==> src/sv/sioc_pkg.sv <==
`timescale 1ns / 1ps
// ----------------------------------------------------------------------------
// sioc_pkg
// Shared types, register codes and reset values of the super I/O
// configuration port.
// ----------------------------------------------------------------------------
package sioc_pkg;

  // Sizes
  localparam int NUM_DEVICES     = 8;
  localparam int NUM_CONFIG_REGS = 256;
  localparam int DEV_AW          = $clog2(NUM_DEVICES);
  localparam int CFG_AW          = $clog2(NUM_CONFIG_REGS);
  localparam int OUT_DEPTH       = 3;
  localparam int OUT_PW          = $clog2(OUT_DEPTH);

  // Unlock / lock keys, control register and its pnp enable bit
  localparam logic [7:0] KEY_UNLOCK = 8'hAA;
  localparam logic [7:0] KEY_LOCK   = 8'h55;
  localparam logic [7:0] REG_PNPCTL = 8'hC1;
  localparam int         PNP_EN_BIT = 7;
  localparam logic [7:0] BYTE_IDLE  = 8'hFF;
  localparam logic [15:0] FDC_BASE  = 16'h03F0;

  // Bus port selectors
  localparam logic [2:0] PORT_INDEX    = 3'd0;
  localparam logic [2:0] PORT_DATA     = 3'd1;
  localparam logic [2:0] PORT_PNP_IDX  = 3'd2;
  localparam logic [2:0] PORT_PNP_DATA = 3'd3;
  localparam logic [2:0] PORT_PNP_RD   = 3'd4;

  // Plug-and-play register indexes
  localparam logic [7:0] PR_DEVICE = 8'h07;
  localparam logic [7:0] PR_ENABLE = 8'h30;
  localparam logic [7:0] PR_BASEHI = 8'h60;
  localparam logic [7:0] PR_BASELO = 8'h61;
  localparam logic [7:0] PR_IRQ    = 8'h70;
  localparam logic [7:0] PR_DMA    = 8'h74;

  // Request and response beats
  typedef struct packed {
    logic       func;
    logic [2:0] port_sel;
    logic [7:0] write_data;
  } req_t;

  typedef struct packed {
    logic [7:0]  read_data;
    logic        pnp_on;
    logic        event_valid;
    logic [1:0]  event_device;
    logic        event_enabled;
    logic [15:0] event_base;
    logic [7:0]  event_irq;
  } rsp_t;

  // One logical device's register set
  typedef struct packed {
    logic [7:0]  enable;
    logic [15:0] base;
    logic [7:0]  irq;
    logic [7:0]  dma;
  } dev_word_t;

  // Work left for the memory stage
  typedef enum logic [2:0] {
    OP_IMM,
    OP_RD_CFG,
    OP_WR_CFG,
    OP_RD_DEV,
    OP_WR_DEV
  } op_t;

  // Register set of a device after reset
  function automatic dev_word_t dev_reset(input logic [DEV_AW-1:0] idx);
    dev_word_t w;
    w = '0;
    if (idx == DEV_AW'(0)) begin
      w.enable = 8'd1; w.base = 16'h03F0; w.irq = 8'd6; w.dma = 8'd2;
    end else if (idx == DEV_AW'(1)) begin
      w.enable = 8'd1; w.base = 16'h03F8; w.irq = 8'd4;
    end else if (idx == DEV_AW'(2)) begin
      w.enable = 8'd1; w.base = 16'h02F8; w.irq = 8'd3;
    end else if (idx == DEV_AW'(3)) begin
      w.enable = 8'd1; w.base = 16'h0378; w.irq = 8'd7;
    end
    return w;
  endfunction

  // Registers a device access may touch
  function automatic logic dev_reg_known(input logic [7:0] idx);
    return (idx == PR_ENABLE) || (idx == PR_BASEHI) || (idx == PR_BASELO) ||
           (idx == PR_IRQ) || (idx == PR_DMA);
  endfunction

endpackage

==> src/sv/sioc_ram.sv <==
`timescale 1ns / 1ps
// ----------------------------------------------------------------------------
// sioc_ram
// Simple dual-port RAM, one write and one registered read per cycle.
// A read of the address being written returns the old contents.
// ----------------------------------------------------------------------------
module sioc_ram #(
  parameter int WIDTH = 8,
  parameter int DEPTH = 256
) (
  input  logic                     clk,
  input  logic                     we,
  input  logic [$clog2(DEPTH)-1:0] waddr,
  input  logic [WIDTH-1:0]         wdata,
  input  logic                     re,
  input  logic [$clog2(DEPTH)-1:0] raddr,
  output logic [WIDTH-1:0]         rdata
);

  logic [WIDTH-1:0] mem [DEPTH];

  always_ff @(posedge clk) begin
    if (we) begin
      mem[waddr] <= wdata;
    end
    if (re) begin
      rdata <= mem[raddr];
    end
  end

endmodule

==> src/sv/super_io_config_registers.sv <==
`timescale 1ns / 1ps
// ----------------------------------------------------------------------------
// super_io_config_registers
// Configuration port front end: lock/unlock key, 256-byte register file and
// plug-and-play logical device registers.
// ----------------------------------------------------------------------------
// Usage:
//   req carries one bus access per beat (read or write, port, byte). Every
//   access yields exactly one rsp beat with the read byte, the current pnp
//   enable and an optional device setup event.
//   rsp_valid rises once the beat has left the memory stage; with no stall
//   that rsp beat is taken on the next edge. One access per cycle is
//   sustained while rsp is not stalled; the register file and device RAMs
//   are read at accept and written back by the memory stage with forwarding.
//   Scalar state (lock, indexes, selected device) updates at accept.
//   Responses queue in a three-entry buffer; req_stall rises only when that
//   buffer and the memory stage together hold three beats, so a stalled
//   receiver holds rsp steady while at most two more beats are taken behind
//   it, and req_stall then stays high until a beat pops.
//   Reset (rst, synchronous) locks the port, clears indexes and marks every
//   register file byte and device set as holding its reset value through
//   per-entry valid bits; no clearing pass is needed and req is taken in
//   the first cycle after reset.
// ----------------------------------------------------------------------------
module super_io_config_registers (
  input  logic            clk,
  input  logic            rst,
  input  logic            req_valid,
  output logic            req_stall,
  input  sioc_pkg::req_t  req,
  output logic            rsp_valid,
  input  logic            rsp_stall,
  output sioc_pkg::rsp_t  rsp
);

  // Scalar state
  logic       locked, locked_next;
  logic       pnp_en, pnp_en_next;
  logic [7:0] config_index, config_index_next;
  logic [7:0] pnp_index, pnp_index_next;
  logic [2:0] current_device, current_device_next;

  // Valid bits over the memories
  logic [sioc_pkg::NUM_CONFIG_REGS-1:0] cfg_vld;
  logic [sioc_pkg::NUM_DEVICES-1:0]     dev_vld;

  // Memory stage
  logic                       s1_v;
  sioc_pkg::op_t              s1_op;
  logic [7:0]                 s1_imm;
  logic [7:0]                 s1_wdata;
  logic [7:0]                 s1_reg;
  logic [2:0]                 s1_dev;
  logic                       s1_pnp_on;
  logic [sioc_pkg::CFG_AW-1:0] s1_cfg_addr;
  logic [sioc_pkg::DEV_AW-1:0] s1_dev_addr;
  logic                       s1_cfg_vld;
  logic                       s1_dev_vld;

  // Last write of each memory, for forwarding
  logic                        fw_cfg_en;
  logic [sioc_pkg::CFG_AW-1:0] fw_cfg_addr;
  logic [7:0]                  fw_cfg_data;
  logic                        fw_dev_en;
  logic [sioc_pkg::DEV_AW-1:0] fw_dev_addr;
  sioc_pkg::dev_word_t         fw_dev_data;

  // Response buffer
  sioc_pkg::rsp_t            obuf [sioc_pkg::OUT_DEPTH];
  logic [sioc_pkg::OUT_PW-1:0] wr_ptr, rd_ptr;
  logic [sioc_pkg::OUT_PW:0]   cnt;

  logic                        accept, pop;
  sioc_pkg::op_t               op;
  logic [7:0]                  imm;
  logic                        dev_in_range;
  logic [sioc_pkg::DEV_AW-1:0] dev_addr;
  logic [sioc_pkg::CFG_AW-1:0] cfg_addr;

  logic [7:0]                  cfg_rdata, cfg_old;
  logic [$bits(sioc_pkg::dev_word_t)-1:0] dev_rdata;
  sioc_pkg::dev_word_t         dev_old, dev_new;
  logic                        cfg_we, dev_we;
  sioc_pkg::rsp_t              s1_rsp;

  // Handshake
  assign accept    = req_valid && !req_stall;
  assign pop       = rsp_valid && !rsp_stall;
  assign req_stall = ({1'b0, cnt} + {{sioc_pkg::OUT_PW{1'b0}}, 1'b0, s1_v}) >=
                     (sioc_pkg::OUT_PW + 2)'(sioc_pkg::OUT_DEPTH);

  // Device selection and memory read addresses
  assign dev_in_range = {1'b0, current_device} < 4'(sioc_pkg::NUM_DEVICES);
  assign dev_addr     = dev_in_range ? current_device[sioc_pkg::DEV_AW-1:0] : '0;
  assign cfg_addr     = config_index[sioc_pkg::CFG_AW-1:0];

  // Access decode and scalar state update
  always_comb begin
    locked_next         = locked;
    pnp_en_next         = pnp_en;
    config_index_next   = config_index;
    pnp_index_next      = pnp_index;
    current_device_next = current_device;
    op                  = sioc_pkg::OP_IMM;
    imm                 = sioc_pkg::BYTE_IDLE;
    if (req.func) begin
      unique case (req.port_sel)
        sioc_pkg::PORT_INDEX: begin
          if (locked) begin
            if (req.write_data == sioc_pkg::KEY_UNLOCK) locked_next = 1'b0;
          end else if (req.write_data == sioc_pkg::KEY_LOCK) begin
            locked_next = 1'b1;
          end else begin
            config_index_next = req.write_data;
          end
        end
        sioc_pkg::PORT_DATA: begin
          if (!locked) begin
            op = sioc_pkg::OP_WR_CFG;
            if (config_index == sioc_pkg::REG_PNPCTL) begin
              pnp_en_next = req.write_data[sioc_pkg::PNP_EN_BIT];
            end
          end
        end
        sioc_pkg::PORT_PNP_IDX: begin
          if (pnp_en) pnp_index_next = req.write_data;
        end
        sioc_pkg::PORT_PNP_DATA: begin
          if (pnp_en) begin
            if (pnp_index == sioc_pkg::PR_DEVICE) begin
              current_device_next = req.write_data[2:0];
            end else if (dev_in_range && sioc_pkg::dev_reg_known(pnp_index)) begin
              op = sioc_pkg::OP_WR_DEV;
            end
          end
        end
        default: ;
      endcase
    end else begin
      unique case (req.port_sel)
        sioc_pkg::PORT_INDEX: begin
          if (!locked) imm = config_index;
        end
        sioc_pkg::PORT_DATA: begin
          if (!locked) op = sioc_pkg::OP_RD_CFG;
        end
        sioc_pkg::PORT_PNP_RD: begin
          if (pnp_en) begin
            if (pnp_index == sioc_pkg::PR_DEVICE) begin
              imm = {5'd0, current_device};
            end else if (dev_in_range && sioc_pkg::dev_reg_known(pnp_index)) begin
              op = sioc_pkg::OP_RD_DEV;
            end
          end
        end
        default: ;
      endcase
    end
  end

  // Memories
  sioc_ram #(
    .WIDTH (8),
    .DEPTH (sioc_pkg::NUM_CONFIG_REGS)
  ) u_cfg_ram (
    .clk   (clk),
    .we    (cfg_we),
    .waddr (s1_cfg_addr),
    .wdata (s1_wdata),
    .re    (accept),
    .raddr (cfg_addr),
    .rdata (cfg_rdata)
  );

  sioc_ram #(
    .WIDTH ($bits(sioc_pkg::dev_word_t)),
    .DEPTH (sioc_pkg::NUM_DEVICES)
  ) u_dev_ram (
    .clk   (clk),
    .we    (dev_we),
    .waddr (s1_dev_addr),
    .wdata (dev_new),
    .re    (accept),
    .raddr (dev_addr),
    .rdata (dev_rdata)
  );

  // Old contents, with forwarding of the write made alongside the read
  always_comb begin
    if (fw_cfg_en && fw_cfg_addr == s1_cfg_addr) cfg_old = fw_cfg_data;
    else if (s1_cfg_vld)                         cfg_old = cfg_rdata;
    else                                         cfg_old = 8'd0;

    if (fw_dev_en && fw_dev_addr == s1_dev_addr) dev_old = fw_dev_data;
    else if (s1_dev_vld)                         dev_old = sioc_pkg::dev_word_t'(dev_rdata);
    else                                         dev_old = sioc_pkg::dev_reset(s1_dev_addr);
  end

  // Modify and build the response
  always_comb begin
    dev_new = dev_old;
    s1_rsp  = '0;
    s1_rsp.read_data = s1_imm;
    s1_rsp.pnp_on    = s1_pnp_on;
    cfg_we  = s1_v && (s1_op == sioc_pkg::OP_WR_CFG);
    dev_we  = s1_v && (s1_op == sioc_pkg::OP_WR_DEV);
    unique case (s1_op)
      sioc_pkg::OP_RD_CFG: s1_rsp.read_data = cfg_old;
      sioc_pkg::OP_RD_DEV: begin
        priority if (s1_reg == sioc_pkg::PR_ENABLE) s1_rsp.read_data = dev_old.enable;
        else if (s1_reg == sioc_pkg::PR_BASELO) s1_rsp.read_data = dev_old.base[7:0];
        else if (s1_reg == sioc_pkg::PR_BASEHI) s1_rsp.read_data = dev_old.base[15:8];
        else if (s1_reg == sioc_pkg::PR_IRQ)    s1_rsp.read_data = dev_old.irq;
        else                                    s1_rsp.read_data = dev_old.dma;
      end
      sioc_pkg::OP_WR_DEV: begin
        priority if (s1_reg == sioc_pkg::PR_ENABLE) begin
          dev_new.enable = s1_wdata;
          if (dev_old.enable != s1_wdata && s1_dev[2] == 1'b0) begin
            s1_rsp.event_valid   = 1'b1;
            s1_rsp.event_device  = s1_dev[1:0];
            s1_rsp.event_enabled = s1_wdata[0];
            s1_rsp.event_base    = (s1_dev == 3'd0) ? sioc_pkg::FDC_BASE : dev_old.base;
            s1_rsp.event_irq     = dev_old.irq;
          end
        end
        else if (s1_reg == sioc_pkg::PR_BASELO) dev_new.base[7:0]  = s1_wdata;
        else if (s1_reg == sioc_pkg::PR_BASEHI) dev_new.base[15:8] = s1_wdata;
        else if (s1_reg == sioc_pkg::PR_IRQ)    dev_new.irq        = s1_wdata;
        else                                    dev_new.dma        = s1_wdata;
      end
      default: ;
    endcase
  end

  // Control state
  always_ff @(posedge clk) begin
    if (rst) begin
      locked         <= 1'b1;
      pnp_en         <= 1'b0;
      config_index   <= '0;
      pnp_index      <= '0;
      current_device <= '0;
      cfg_vld        <= '0;
      dev_vld        <= '0;
      s1_v           <= 1'b0;
      fw_cfg_en      <= 1'b0;
      fw_dev_en      <= 1'b0;
      wr_ptr         <= '0;
      rd_ptr         <= '0;
      cnt            <= '0;
    end else begin
      s1_v <= accept;
      if (accept) begin
        locked         <= locked_next;
        pnp_en         <= pnp_en_next;
        config_index   <= config_index_next;
        pnp_index      <= pnp_index_next;
        current_device <= current_device_next;
      end
      if (cfg_we) begin
        cfg_vld[s1_cfg_addr] <= 1'b1;
        fw_cfg_en            <= 1'b1;
      end
      if (dev_we) begin
        dev_vld[s1_dev_addr] <= 1'b1;
        fw_dev_en            <= 1'b1;
      end
      if (s1_v) begin
        wr_ptr <= (wr_ptr == sioc_pkg::OUT_PW'(sioc_pkg::OUT_DEPTH - 1)) ? '0 :
                  wr_ptr + 1'b1;
      end
      if (pop) begin
        rd_ptr <= (rd_ptr == sioc_pkg::OUT_PW'(sioc_pkg::OUT_DEPTH - 1)) ? '0 :
                  rd_ptr + 1'b1;
      end
      cnt <= cnt + {{sioc_pkg::OUT_PW{1'b0}}, s1_v} - {{sioc_pkg::OUT_PW{1'b0}}, pop};
    end
  end

  // Payload registers
  always_ff @(posedge clk) begin
    if (accept) begin
      s1_op       <= op;
      s1_imm      <= imm;
      s1_wdata    <= req.write_data;
      s1_reg      <= pnp_index;
      s1_dev      <= current_device;
      s1_pnp_on   <= pnp_en_next;
      s1_cfg_addr <= cfg_addr;
      s1_dev_addr <= dev_addr;
      s1_cfg_vld  <= cfg_vld[cfg_addr];
      s1_dev_vld  <= dev_vld[dev_addr];
    end
    if (cfg_we) begin
      fw_cfg_addr <= s1_cfg_addr;
      fw_cfg_data <= s1_wdata;
    end
    if (dev_we) begin
      fw_dev_addr <= s1_dev_addr;
      fw_dev_data <= dev_new;
    end
    if (s1_v) begin
      obuf[wr_ptr] <= s1_rsp;
    end
  end

  assign rsp_valid = (cnt != '0);
  assign rsp       = obuf[rd_ptr];

endmodule

==> config.mk <==
export PLATFORM = sky130hd
export DESIGN_NAME = super_io_config_registers
export DESIGN_NICKNAME = d
export VERILOG_FILES = /design/src/sv/sioc_pkg.sv /design/src/sv/sioc_ram.sv /design/src/sv/super_io_config_registers.sv
export SDC_FILE = /design/constraint.sdc
export NUM_CORES = 2
export LEC_CHECK = 0
export ABC_CLOCK_PERIOD_IN_PS = 15900
export BUFFER_PORTS_ARGS = -buffer_cell sky130_fd_sc_hd__buf_2
export CORE_MARGIN = 4
export CORE_UTILIZATION = 38
export CTS_CLUSTER_DIAMETER = 80
export CTS_CLUSTER_SIZE = 25
export DETAILED_ROUTE_END_ITERATION = 12
export SYNTH_ARGS = -nofsm -noshare
export SYNTH_HDL_FRONTEND = slang
export SYNTH_SLANG_ARGS = --single-unit
==> constraint.sdc <==
create_clock -name clk -period 15.9 [get_ports clk]
set_clock_uncertainty 0.05 [all_clocks]
set_input_delay 3.18 -clock clk [delete_from_list [all_inputs] [get_ports clk]]
set_output_delay 3.18 -clock clk [all_outputs]
set_load 0.01 [all_outputs]
# Word level (Yosys, flattened, before mapping)
# Memory sizes are Yosys's and may differ from the RTL's. A register that Yosys moved wholly into a read port is not among the register bits.
# Index checks and enable logic that the tools add are counted.
dict set report op_classes {
  muxes 68
  order_cmp 7
  eq_ne 29
  bitwise_logic 5
  n_reduce_logical 22
  addsub 5
}
# operator n
set op_table {}
lappend op_table {{256-bit OR} 1}
lappend op_table {{40-bit 2-to-1 mux} 3}
lappend op_table {{8-bit 2-to-1 mux} 15}
lappend op_table {{25-bit 2-to-1 mux} 4}
lappend op_table {{28-bit 2-to-1 mux} 3}
lappend op_table {{8-bit by 7-bit == test with 1-bit output (second input constant)} 8}
lappend op_table {{16-bit 2-to-1 mux} 3}
lappend op_table {{32-bit 2-to-1 mux} 1}
lappend op_table {{8-bit one-hot mux with 2 select lines} 2}
lappend op_table {{3-bit by 2-bit == test with 1-bit output (second input constant)} 6}
lappend op_table {{8-bit by 9-bit less-than comparator with 1-bit output (second input constant)} 2}
lappend op_table {{1-bit 2-to-1 mux} 18}
lappend op_table {{2-bit 2-to-1 mux} 9}
lappend op_table {{8-bit by 6-bit == test with 1-bit output (second input constant)} 2}
lappend op_table {{8-bit == test (second input constant)} 2}
lappend op_table {{3-bit 2-to-1 mux} 4}
lappend op_table {{5-bit AND reduction} 2}
lappend op_table {{3-bit by 1-bit == test with 1-bit output (second input constant)} 3}
lappend op_table {{1-bit logical AND} 9}
lappend op_table {{1-bit binary-select mux with 8-bit select} 1}
lappend op_table {{1-bit demux with 8-bit select} 1}
lappend op_table {{8-bit by 3-bit == test with 1-bit output (second input constant)} 1}
lappend op_table {{8-bit == test} 1}
lappend op_table {{8-bit by 1-bit >= comparator with 1-bit output (second input constant)} 1}
lappend op_table {{other kinds (23)} 34}
dict set report word_totals {
  ramBits 2479
  in_bits 16
  ff_bits 395
  out_inout_bits 39
  mem_count 3
  wordCells 168
}
# memory words word_bits read_ports rd_clocked_by_memory_dff write_ports line
set mem_list {}
lappend mem_list {u_cfg_ram.mem 256 8 1 1 1 sioc_ram.sv:20} ;# logic [WIDTH-1:0] mem [DEPTH];
lappend mem_list {u_dev_ram.mem 8 40 1 1 1 sioc_ram.sv:20}
lappend mem_list {obuf 3 37 1 1 1 super_io_config_registers.sv:69} ;# sioc_pkg::rsp_t obuf [sioc_pkg::OUT_DEPTH];

# Depth between registers and ports, before layout
dict set report depth {
  word_depth 12
  ltp_mapped 13
}

# By module
# From an unflattened synthesis, not the netlist that was laid out.
dict set report hier_totals {
  hier_cells 6246
  area_unflattened_um2 114576.1
}
# module cells_each instances area_per_inst_um2 seq_area_each_um2
set modules_own_cells {}
lappend modules_own_cells {{sioc_ram (u_cfg_ram)} 3733 1 79636.4 61739.2}
lappend modules_own_cells {super_io_config_registers 1998 1 21368.0 12281.8}
lappend modules_own_cells {{sioc_ram (u_dev_ram)} 515 1 13571.8 10810.4}

# Worst setup path before layout
# Ideal clock, no wire load.
dict set report synth_timing {
  kind {in2reg}
  from {input req_valid}
  to {register pnp_index[5]}
  arrival_time_ns 6.189
  path_buffers 0
  setup_ns 0.128
  t_required_ns 15.722
  path_slack_ns 9.534
  stages 6
  cell_sequence {nand2_1 inv_1 nand2_1 nor3_2 mux2i_1 nor2_1}
}
dict set report synth_via {
  elab_chain_cells 2
}
# element line
set synth_lines {}
lappend synth_lines {{from (decl)} super_io_config_registers.sv:28} ;# input logic req_valid,
lappend synth_lines {{1-bit logical AND} super_io_config_registers.sv:87} ;# assign accept = req_valid && !req_stall;
lappend synth_lines {{named net accept} super_io_config_registers.sv:73} ;# logic accept, pop;
lappend synth_lines {{4-bit AND reduction (no line)} n/a}
lappend synth_lines {{to (signal assigned)} super_io_config_registers.sv:258} ;# pnp_index <= pnp_index_next;
lappend synth_lines {{to (decl)} super_io_config_registers.sv:40} ;# logic [7:0] pnp_index, pnp_index_next;
# The timed path passes the listed nets, and every way through them passes these cells.
# A chain may end at the register's enable or synchronous reset.

==> results.ini <==
[place]
finalWeightedCongestion=0.857
dp_hpwl_um=187000
postPlaceCellArea_um2=118000
numPortBuffers=54

[floorplanning]
boundaryPins=55
num_rows=200
start_util_pct=38.2
die_h_um=555
die_area_um2=308000
die_w_um=555
core_um2=297000

[global_routing]
grt_max_degree=205
track_usage_pct=19.6
antenna_found_initial=21
grt_pass1_vias=58000
grt-ovfl-total=0
grt_pass1_wl_um=438000

[sta]
grt_setup_unrepaired=no
finalCriticalPeriod_ps=5670
fin_crit_sh_pct=35.6
setup_tns_ps=0
final_max_slew_viol_count=0
setup_viol=0
hold_viol=0
hold_slack_ps=417
fmax_mhz=176
slew_headroom_pct=1.49
worstMarginPinSlew_ps=1480

[clock_tree]
cts.sinks=2924
cts_max_path_buffers=3
cts_setup_buffers=0
clk_pin_slew_ps=90
postCtsHoldBufs=0
cts_buffers=146
cts-resized-gates=0
tritoncts=built
htree_levels=4
insertion_delay_ps=860
cts_root_buffer=clkbuf_16

[pwr]
ir_drop_uv=118
total_leakage_power_nw=36.5
powerDensity_nw_per_um2=115

[logic_synthesis]
synth.distinct_cells=84
ys_top_cells_by_count=edfxtp_1, nor2_1, mux4_2
syn-cell-area_um2=114000
yosys.area.top_type=edfxtp_1
syn_avg_cell_area_um2=18.4
synth_flop_cell=edfxtp_1
ys_ff_latch=2924
netlist_top_cells_area=edfxtp_1, mux4_2, dfxtp_1
synth_most_common_cell=edfxtp_1
synth_top_area_share_pct=69.4
synth-seq-area-share_pct=74.6
syn_nets=6189
ys_warn_count=0
synth_edf_count=2627
synthCells=6167
synthArstFlopShare_pct=0

[setup_path]
cp_slowest_cell=buf_4
cp-start-kind=flip-flop
crit_path_max_incr_delay_ps=530
critPathCaptureType=primary output
crit_arrival_ps=2440
timing.rr.start=cfg_addr[0]
worstPathRequired_ps=12670
worstPathMaxFanout=37
path_cells=buf_4 -> mux2i_1 -> o21ai_0 -> buf_2
critPathKind=reg -> out

[worst_hold_path]
hp-class=reg -> reg
hold_start=cfg_vld[146]

[routing]
routed_wl_um=308000
vias=59100
routedWlPerCell_um=30.2
viasPerCell=5.78
drtIter0Drc=7539
first_pass_iters=6
drc=0
antenna_left=0

[final_layout]
layout-drive-gt1-share_pct=18.1
largest_reg_flops=2048
top_register=u_cfg_ram.mem
syn_to_final_growth_pct=8.09
n_fill_cell=26100
layout.nets=6165
postLayoutCellArea_um2=123000
reg.largest.list=u_cfg_ram.mem x2048, u_dev_ram.mem x320, cfg_vld x256

[flow_run]
drv_cap=0

[run_status]
status=completed

stage by stage:
stage                     total power [mW]  util [%]  setup WS [ps]  std cells
after detailed placement              9.85      39.7           9700       9934
after global placement                9.80      39.7           9680       9932
after floorplan                       9.47         -           9530       6167
after global routing                  14.5      41.3           9860      10200
final                                 14.1      41.3          10230      10200
after CTS                             14.2      41.3          10140      10200
worst max-delay path, delay by kind of cell, from the launching register on:
family / cells / cell delay, ps
buffers and inverters: 2 / 740
muxes: 1 / 150
DFF: 1 / 320
AOI/OAI and AO/OA: 1 / 350
placed cells by master (no fill, tap or decap), types with 96 or more instances in the layout:
cell,synthesis,layout
edfxtp_1,2627,2627
nor2_1,874,864
mux4_2,605,605
dfxtp_1,297,285
mux2i_1,274,274
nand2_1,242,242
clkbuf_16,0,149
buf_4,20,120
o21ai_0,102,102
a21oi_1,96,96
cell type report:
cell class	instances	area, um2	area share, %
antenna	8	20.0	0.0163
clock buffer	225	4030	3.28
clock inverter	48	688	0.560
inverter	33	130	0.106
multi-input combinational	2853	26900	21.9
sequential	2924	84900	69.0
tap	3939	4930	4.01
timing repair buffer	185	1390	1.13
per-layer routing:
metal | track usage, % | wire [um] | part of all wire, % | vias up
met5 | 0 | 65 | 0.021 | -
met4 | 6.18 | 10700 | 3.5 | 10
met3 | 4.61 | 29700 | 9.6 | 518
met2 | 30.5 | 142000 | 46 | 2818
met1 | 27.5 | 125000 | 41 | 31400
li1 | - | - | - | 24300
cell families (layout without fill, tap and decap cells):
kind of cell,Yosys count,count (layout),synth area share [%]
buffers and inverters,390,491,1.93
AO/OA/AOI/OAI,551,551,3.35
adder cells (fa/ha/maj),6,6,0.0726
other,0,8,0
XOR/XNOR,21,21,0.162
multiplexers,939,939,15.0
flip-flops,2924,2924,74.6
AND/OR/NAND/NOR,1336,1336,4.90
where the power goes:
group | switching, mW | leakage, nW | internal (mW) | total [mW]
combinational | 0.706 | 8.24 | 0.156 | 0.862
clock | 2.51 | 2.25 | 1.91 | 4.42
sequential | 0.0536 | 26.0 | 8.75 | 8.80
total | 3.27 | 36.5 | 10.8 | 14.1
final timing paths:
kind                            cells past startpoint  slack [ps]            to
worst max-delay path                                4       10230       rsp[11]
worst min-delay path                                2         420  cfg_vld[146]
worst max register to register                      8       10240    s1_cfg_vld
worst min register to register                      2         420  cfg_vld[146]
(Power assumes the default switching activity.)
